[src/rtl/srs_pkg.sv]
// Shared constants, types and codes for the signed rank statistic block.
package srs_pkg;

   localparam int N_MAX       = 1024;
   localparam int IDX_W       = $clog2(N_MAX);
   localparam int CNT_W       = $clog2(N_MAX + 1);
   localparam int SCORE_W     = 32;
   localparam int LABEL_W     = 8;
   localparam int SUM_W       = SCORE_W + IDX_W;
   localparam int PROD_W      = SCORE_W + CNT_W + 1;
   localparam int DIFF_W      = PROD_W + 1;
   localparam int RANK_SUM_W  = 20;
   localparam int TCOUNT_W    = 11;
   localparam int ACC_W       = (2 * CNT_W > RANK_SUM_W) ? 2 * CNT_W : RANK_SUM_W;
   localparam int OUTC_W      = (CNT_W > TCOUNT_W) ? CNT_W : TCOUNT_W;
   localparam int MEM_W       = LABEL_W + SCORE_W;
   localparam int DIR_W       = 2;
   localparam int CSR_INDEX_W = 1;
   localparam int CSR_DATA_W  = 8;

   localparam logic [CSR_INDEX_W-1:0] CSR_DIRECTION    = 1'b0;
   localparam logic [CSR_INDEX_W-1:0] CSR_TARGET_LABEL = 1'b1;

   localparam logic signed [DIR_W-1:0] DIR_ABOVE = 2'sb01;
   localparam logic signed [DIR_W-1:0] DIR_BELOW = 2'sb11;

   typedef struct packed {
      logic               last;
      logic [IDX_W-1:0]   index;
      logic [LABEL_W-1:0] label;
   } key_tag_type;

   typedef struct packed {
      logic        valid;
      key_tag_type tag;
   } key_req_type;

   typedef struct packed {
      logic              valid;
      key_tag_type       tag;
      logic [DIFF_W-1:0] key;
      logic              pos;
      logic              neg;
   } key_rsp_type;

endpackage

[src/rtl/srs_key_unit.sv]
// Pipelined key unit: |C*local - S| with sign flags, three register stages.
module srs_key_unit
   import srs_pkg::*;
(
   input  logic                      clock,
   input  logic                      reset,
   input  key_req_type               req,
   input  logic signed [SCORE_W-1:0] score,
   input  logic [CNT_W-1:0]          count,
   input  logic signed [SUM_W-1:0]   sum,
   output key_rsp_type               rsp
);

   logic                      v1_ff, v2_ff, v3_ff;
   key_tag_type               tag1_ff, tag2_ff, tag3_ff;
   logic signed [PROD_W-1:0]  prod_ff, prod_in;
   logic signed [DIFF_W-1:0]  diff_ff, diff_in;
   logic [DIFF_W-1:0]         key_ff, key_in;
   logic                      pos_ff, neg_ff;

   always_comb begin
      prod_in = $signed({1'b0, count}) * score;
      diff_in = DIFF_W'(prod_ff) - DIFF_W'(sum);
      key_in  = diff_ff[DIFF_W-1] ? DIFF_W'(-diff_ff) : DIFF_W'(diff_ff);
   end

   always_ff @(posedge clock) begin
      if (reset) begin
         v1_ff <= 1'b0;
         v2_ff <= 1'b0;
         v3_ff <= 1'b0;
      end else begin
         v1_ff <= req.valid;
         v2_ff <= v1_ff;
         v3_ff <= v2_ff;
      end
   end

   always_ff @(posedge clock) begin
      tag1_ff <= req.tag;
      prod_ff <= prod_in;
      tag2_ff <= tag1_ff;
      diff_ff <= diff_in;
      tag3_ff <= tag2_ff;
      key_ff  <= key_in;
      pos_ff  <= !diff_ff[DIFF_W-1] && (diff_ff != '0);
      neg_ff  <= diff_ff[DIFF_W-1];
   end

   assign rsp.valid = v3_ff;
   assign rsp.tag   = tag3_ff;
   assign rsp.key   = key_ff;
   assign rsp.pos   = pos_ff;
   assign rsp.neg   = neg_ff;

endmodule

[config.mk]
export PLATFORM = sky130hd
export DESIGN_NAME = srs_key_unit
export DESIGN_NICKNAME = d
export VERILOG_FILES = /design/src/rtl/srs_pkg.sv /design/src/rtl/srs_key_unit.sv
export SDC_FILE = /design/constraint.sdc
export NUM_CORES = 1
export LEC_CHECK = 0
export BUFFER_PORTS_ARGS = -buffer_cell sky130_fd_sc_hd__buf_2
export CAP_MARGIN = 20
export CELL_PAD_IN_SITES_DETAIL_PLACEMENT = 1
export CELL_PAD_IN_SITES_GLOBAL_PLACEMENT = 2
export CORE_MARGIN = 3
export CORE_UTILIZATION = 35
export CTS_CLUSTER_DIAMETER = 60
export DETAILED_ROUTE_END_ITERATION = 7
export HOLD_SLACK_MARGIN = 0.15
export MAX_ROUTING_LAYER = met4
export PLACE_DENSITY_LB_ADDON = 0.1
export SYNTH_ARGS = -nofsm -noshare
export SYNTH_HDL_FRONTEND = slang
export SYNTH_SLANG_ARGS = --single-unit
[constraint.sdc]
create_clock -name clock -period 6.5 [get_ports clock]
set_input_delay 0.975 -clock clock [delete_from_list [all_inputs] [get_ports clock]]
set_output_delay 0.975 -clock clock [all_outputs]
set_load 0.005 [all_outputs]
; Yosys cells after proc, flatten, opt, wreduce, memory -nomap -nowiden
; Index checks and enable logic that the tools add are counted.
[totals]
output_inout_bits = 67
wordCells = 25
regBits = 196
[classes]
add_sub_neg = 2
n_mul = 1
reduce_logical = 3
muxes = 1
[op_table]
columns = cell, count
row1 = 45-bit negator, 1
row2 = 45-bit nonzero test, 1
row3 = 44-bit by 42-bit subtractor with 45-bit output, 1
row4 = 12-bit by 32-bit multiplier with 44-bit output, 1
row5 = 44-bit 2-to-1 mux, 1
row6 = 1-bit logical AND, 1
row7 = 1-bit logical NOT, 1

; Logic depth before layout (Yosys ltp)
; Gate-level depths: netlist of run 1.
[depth]
ltp_word = 2
ltp_mapped = 23
mapped_depth_nobuf = 21

; Worst setup path after synthesis of run 1
; OpenSTA, ideal clock, no wires.
[synth_timing]
kind = input to register
from = input count[6]
to = register prod_ff[43]
setup_ns = 0.123
slack_ns = -0.300
path_stages = 20
n_path_buf = 1
t_required_ns = 6.377
arrival_time_ns = 6.677
path_cell_list = clkbuf_1 nand2_1 fa_1 inv_1 fa_1 fa_1 fa_1 inv_1 fa_1 inv_1 ha_1 a2111oi_0 o21ai_0 a211oi_1 a31oi_1 and4_1 a2111oi_0 a211o_1 a41oi_1 xnor2_1
[synth_via]
elab_chain_len = 1
[synth_lines]
columns = item, line
row1 = "start, declared", srs_key_unit.sv:9  ; input logic [CNT_W-1:0] count,
row2 = 12-bit by 32-bit multiplier with 44-bit output, srs_key_unit.sv:22  ; prod_in = $signed({1'b0, count}) * score;
row3 = named net prod_in[43], srs_key_unit.sv:16  ; logic signed [PROD_W-1:0] prod_ff, prod_in;
row4 = "end signal, assigned", srs_key_unit.sv:41  ; prod_ff <= prod_in;
row5 = "end, declared", srs_key_unit.sv:16
; The timed path passes the listed nets, and every way through them passes these cells.
; A chain may end at the register's enable or synchronous reset.

; Worst setup path in the final report of run 1
[layout_timing]
from = input count[3]
to = register prod_ff[43]
; Same word-level chain as after synthesis.

==> metrics.md, run 1 <==
| Metric | Value |
|---|---|
| Synth Register Bits | `196` |
| DRT Wirelength | `51,900 um` |
| Vias per inst | `4.64` |
| Total power after layout | `13.7 mW` |
| Resize count post-CTS | `0` |
| Slew HR | `34.2%` |
| TritonCTS clock tree | `yes` |
| Post-synth EDFFs | `0` |
| Core outline area | `54,500 sq um` |
| Layout Skew | `0.0172 ns` |
| Startpoint types | `input pin` |
| Setup bufs post-CTS | `0` |
| CTS Buffer Depth | `2` |
| Critical path class | `input pin to flip-flop` |
| Worst R2R Start | `prod_ff[1]` |
| Pre-CTS setup slack | `-0.463 ns` |
| Number of CTS-inserted buffers | `17` |
| Diode count | `0` |
| GP Congestion | `0.838` |
| Max Slew Vio Count | `0` |
| Drt first pass iters | `5` |
| Crit path time final | `6.19 ns` |
| Initial Util | `35.8%` |
| # nets final | `2,945` |
| Most frequent cell after synthesis | `inv_1` |
| Worst setup endpoint | `prod_ff[43]` |
| First-pass GRT wire length | `87,300 um` |
| IO Count | `174` |
| Antenna violations before repair | `1` |
| # setup viols final | `0` |
| Avg Inst Size Synth | `9.04 sq um` |
| Die Span Y | `242 um` |
| Vias in the first global route | `16,300` |
| Clk sinks | `196` |
| Tot GR Track Use | `18.8%` |
| RSZ-0062 raised after global routing | `no` |
| CTS H-tree depth | `4` |
| Root buffer cell | `clkbuf_16` |
| Clock Pin Slew Worst Setup and Hold Paths | `0.08 ns` |
| Fraction of layout cells with a size suffix above 1 | `14.9%` |
| Post-DP Area | `22,000 sq um` |
| Crit share post-route | `95.3%` |
| FF-to-FF setup slack | `2.80 ns` |
| Lkg Pwr | `11.4 nW` |
| Fraction of registers with async set/reset | `0%` |
| Synth top area share | `31.4%` |
| Cell Pwr Density | `606 nW/um^2` |
| Worst setup startpoint | `count[3]` |
| Fin area | `22,700 sq um` |
| ANT nets after route | `0` |
| Post-route DRC | `0` |
| Synth area leaders | `fa_1 (31%), dfxtp_1 (20%), ha_1 (8.9%)` |
| Worst hold slack | `0.328 ns` |
| Worst reg-to-reg path cell count | `10` |
| Final worst slack | `0.308 ns` |
| Status | `complete, no violations` |
| Hpwl dp | `45,600 um` |
| Sequential element share of the synthesized area | `20.1%` |
| Starting DRT DRC Count | `480` |
| Yosys warns | `0` |
| Total of max-cap violations | `0` |
| Hold Path Class | `flip-flop to flip-flop` |
| Port Buf Inserts | `173` |
| Most instantiated cells after synthesis | `inv_1 (429), nand2_1 (313), fa_1 (306)` |
| Number of cell rows | `85` |
| Area added between synthesis and finish | `16.3%` |
| WL/cell | `16.5 um` |
| Worst EP required | `6.85 ns` |
| Cell taking the most area after synthesis | `fa_1` |
| Die area | `58,500 sq um` |
| Clock latency on the worst-skew pair | `0.45 ns` |
| Most used DFF post-synth | `dfxtp_1` |
| Mapped cell area | `19,500 sq um` |
| Worst Path Max Fanout | `9` |
| Setup crit end kind | `flip-flop` |
| Slew @ Worst Pin | `0.962 ns` |
| Chip Width | `242 um` |
| Fin util | `41.6%` |
| Distinct cell type count after synthesis | `60` |
| Worst Path Arrival | `6.54 ns` |
| Peak supply drop | `0.000287 V` |
| Vias post-DR | `14,600` |
| Fmax | `0.161 GHz` |
| Final Hold Fails | `0` |
| Gate Count Post-Synth | `2,156` |
| Net Count, Synth | `2,708` |
| Total grt overflow | `0` |
| CTS Hold Buffers Added | `0` |
| Capturing point of the worst reg2reg path | `diff_ff[43]` |
| Largest net degree at the start of global routing | `48` |
-- layer usage --
layer | vias up | GRT usage (%) | wire [um]
met5 | - | - | 0
met4 | 0 | 2.74 | 438
met3 | 31 | 1.93 | 1440
met2 | 192 | 29.5 | 23500
met1 | 7216 | 26.9 | 26600
li1 | 7159 | - | -
-- through the flow --
step,TNS (ns),cells
final,0,3145
after global routing,0,3145
after CTS,0,3145
after detailed placement,-3.06,3113
after global placement,-2.69,3113
after floorplan,0,2156
-- worst min-delay path by stage --
stage                 from  slack, ns     endpoint  cells past startpoint
2_1_floorplan   tag2_ff[0]       0.31      rsp[47]                      0
5_1_grt        tag2_ff[15]       0.33      rsp[62]                      0
3_5_place_dp   tag1_ff[16]       0.31  tag2_ff[16]                      0
6_report       tag2_ff[15]       0.33      rsp[62]                      0
4_1_cts        tag2_ff[15]       0.33      rsp[62]                      0
3_3_place_gp    tag2_ff[0]       0.31      rsp[47]                      0
-- kinds of logic after synthesis --
group                    count (synthesis)  synth area share [%]
AND/OR/NAND/NOR                        576                  14.0
buffers and inverters                  520                  10.1
adder cells (fa/ha/maj)                445                  40.4
AO/OA/AOI/OAI                          302                  10.1
flip-flops                             196                  20.1
XOR/XNOR                               117                  5.26
-- registers in the layout, indices dropped and copies added, names as in the netlist --
register	flops
diff_ff	45
key_ff	45
neg_ff	1
pos_ff	1
prod_ff	44
rsp	19
tag1_ff	19
tag2_ff	19
v1_ff	1
v2_ff	1
v3_ff	1
-- layout by cell type, fill, tap and decap left out, types with 4 or more instances in the layout --
master     instances
and4_1            10
a21oi_1           84
nand3_1           24
buf_12             5
nor4_1             4
inv_12             5
xnor2_1           97
or4_4              5
clkinv_8           5
a21boi_0           5
o21a_1            15
o31ai_1           15
o211ai_1           7
buf_4            131
a31oi_1            9
and2_1            96
clkbuf_16         17
or4_1              4
xor2_1            20
inv_1            429
o21ai_0           57
and3_1            12
nor2_1            53
o21bai_1           9
ha_1             139
a21o_1            50
a221oi_1           5
o21ai_1            5
nor3_1            10
o41ai_1            4
dfxtp_1          196
or3_1             10
nand4_1            7
a211oi_1           8
fa_1             306
nand2b_1           7
nor2b_1           12
nand2_1          313
buf_2            173
-- worst max-delay path, cell delays in order --
cell and delay (ns):
buf_2 0.19, buf_4 0.21, buf_12 0.12, buf_4 0.15
nand2_1 0.09, fa_1 0.51, fa_1 0.52, inv_1 0.06
fa_1 0.50, fa_1 0.51, inv_1 0.06, fa_1 0.48
inv_1 0.05, ha_1 0.31, a21o_1 0.17, a21oi_1 0.14
nor2b_1 0.06, a311o_1 0.33, and3_1 0.19, a2111oi_2 0.30
buf_4 0.20, a211o_1 0.14, a41oi_1 0.13, xnor2_1 0.15
-- where the power goes --
group          internal (mW)  switching [mW]  total (mW)  leakage (nW)
Sequential              1.81           0.240        2.05          1.65
Combinational           4.95            5.65        10.6          9.49
Clock                  0.538           0.543        1.08         0.302
-- cell type report --
class,count,area (sq um)
Fill cell,6463,31800
Multi-Input combinational cell,1440,13600
Sequential cell,196,3920
Timing Repair Buffer,309,1950
Inverter,429,1610
Tap cell,739,925
Clock buffer,17,425
Clock inverter,15,210
(Power assumes the default switching activity.)
==> run 2, diff against run 1 <==
- CORE_UTILIZATION: 35 -> 39
- clock period: 6.5 -> 7 ns (I/O delays scaled with it)
==> run 2 against run 1 <==
Non-clock buffer count down 102. Register-to-register slack better by 0.60 ns. Utilization up 2.6 points. Sequential share of layout area up 0.74 points. Highest routed layer unchanged. First-iteration DRC count down 20%. Sequential cell count unchanged. Clock power down 9%. Worst hold slack better by 0.0017 ns. Critical endpoint is now prod_ff[38]. Sequential power down 8%. Combinational power down 15%. Largest cell class unchanged. Clock skew down 0.011 ns. Power down 14%. Largest power group unchanged.
==> metrics.md, run 2 (synthesized netlist as in run 1, its figures left out) <==
| Metric | Value |
|---|---|
| Worst EP required | `7.38 ns` |
| Slew @ Worst Pin | `0.916 ns` |
| Vias in the first global route | `15,800` |
| Drt first pass iters | `4` |
| Worst reg-to-reg path cell count | `10` |
| Largest net degree at the start of global routing | `48` |
| Post-DP Area | `21,100 sq um` |
| Slew HR | `37.4%` |
| Commonest non-fill, non-tap cell in the layout | `inv_1` |
| Cell Pwr Density | `546 nW/um^2` |
| Clk sinks | `196` |
| Port Buf Inserts | `173` |
| Fill cell count | `5,755` |
| IO Count | `174` |
| Fraction of layout cells with a size suffix above 1 | `11.0%` |
| Clock latency on the worst-skew pair | `0.44 ns` |
| Total power after layout | `11.9 mW` |
| Final worst slack | `0.544 ns` |
| Starting DRT DRC Count | `384` |
| Post-route DRC | `0` |
| First-pass GRT wire length | `83,200 um` |
| Setup bufs post-CTS | `0` |
| Die area | `52,700 sq um` |
| Worst R2R Start | `prod_ff[1]` |
| DRT Wirelength | `49,600 um` |
| Die Span Y | `229 um` |
| ANT nets after route | `0` |
| Worst Path Arrival | `6.84 ns` |
| Lkg Pwr | `10.9 nW` |
| Clock Pin Slew Worst Setup and Hold Paths | `0.08 ns` |
| Fin area | `21,700 sq um` |
| # setup viols final | `0` |
| Post-Layout Cell Count | `2,969` |
| Max Slew Vio Count | `0` |
| Tot GR Track Use | `20.0%` |
| Crit path time final | `6.46 ns` |
| Chip Width | `229 um` |
| Startpoint types | `input pin` |
| Capturing point of the worst reg2reg path | `diff_ff[43]` |
| Dpl cells | `2,936` |
| Antenna violations before repair | `0` |
| Vias post-DR | `14,300` |
| TNS Setup | `0 ns` |
| FF-to-FF setup slack | `3.40 ns` |
| Vias per inst | `4.81` |
| Most frequent cells in the layout | `inv_1 (429), nand2_1 (313), fa_1 (306)` |
| Number of CTS-inserted buffers | `17` |
| Number of cell rows | `81` |
| # nets final | `2,843` |
| RSZ-0062 raised after global routing | `no` |
| Hold Path Class | `flip-flop to flip-flop` |
| CTS H-tree depth | `4` |
| Hpwl dp | `42,300 um` |
| Worst setup startpoint | `count[3]` |
| TritonCTS clock tree | `yes` |
| WL/cell | `16.7 um` |
| CTS Buffer Depth | `2` |
| Total of max-cap violations | `0` |
| Initial Util | `39.6%` |
| Setup crit end kind | `flip-flop` |
| Layout Skew | `0.00584 ns` |
| Crit share post-route | `92.2%` |
| Total grt overflow | `0` |
| Final Hold Fails | `0` |
| Root buffer cell | `clkbuf_16` |
| GP Congestion | `0.865` |
| Peak supply drop | `0.000263 V` |
| Pre-CTS setup slack | `0.0989 ns` |
| Biggest regs | `diff_ff x45, key_ff x45, prod_ff x44` |
| Worst Path Max Fanout | `20` |
| Critical path class | `input pin to flip-flop` |
| Area added between synthesis and finish | `11.5%` |
| Fmax | `0.155 GHz` |
| Core outline area | `49,200 sq um` |
| Resize count post-CTS | `0` |
| Worst setup endpoint | `prod_ff[38]` |
| CTS Hold Buffers Added | `0` |
| Status | `complete, no violations` |
-- run 2: routing by layer --
metal,global-route usage [%],vias up,wire [um]
met5,-,-,0
li1,-,6946,-
met2,31.8,193,22200
met3,2.03,39,1380
met1,28.2,7103,25400
met4,3.65,0,597
-- run 2: per-stage QoR --
| step | hold slack, ns | util [%] |
|---|---|---|
| finish | 0.330 | 44.2 |
| global placement | 0.310 | 42.9 |
| detailed placement | 0.313 | 42.9 |
| CTS | 0.332 | 44.2 |
| global route | 0.339 | 44.2 |
| floorplan | 0.310 | - |
-- run 2: worst min path at each step --
stage | from | slack, ns | to | depth (start not counted)
detailed placement | tag1_ff[8] | 0.31 | tag2_ff[8] | 0
finish | tag1_ff[11] | 0.33 | tag2_ff[11] | 0
CTS | tag1_ff[11] | 0.33 | tag2_ff[11] | 0
global route | tag1_ff[6] | 0.34 | tag2_ff[6] | 0
global placement | tag2_ff[12] | 0.31 | rsp[59] | 0
floorplan | tag2_ff[0] | 0.31 | rsp[47] | 0
-- run 2: layout make-up --
type / count / area [sq um] / area share [%]
sequential: 196 / 3920 / 18.1
timing repair buffer: 207 / 1150 / 5.27
inverter: 429 / 1610 / 7.41
antenna: 1 / 2.50 / 0.0115
clock buffer: 17 / 425 / 1.96
multi-input combinational: 1440 / 13600 / 62.6
clock inverter: 15 / 195 / 0.898
tap: 664 / 831 / 3.82
-- run 2: critical path: stages --
cell and delay (ns):
buf_2 0.20, buf_12 0.19, nand2_1 0.09, fa_1 0.53, fa_1 0.55, inv_1 0.06
fa_1 0.49, fa_1 0.49, inv_1 0.05, fa_1 0.53, inv_1 0.05, ha_1 0.34
a21oi_1 0.22, o21ai_0 0.11, a221oi_1 0.35, o21bai_1 0.14, o21ai_0 0.32, a21o_1 0.21
a311oi_1 0.12, or4b_2 0.63, nand4b_1 0.12
-- run 2: report_power, final --
group / internal [mW] / switching (mW)
Clock: 0.492 / 0.489
Combinational: 3.94 / 5.04
Sequential: 1.68 / 0.218
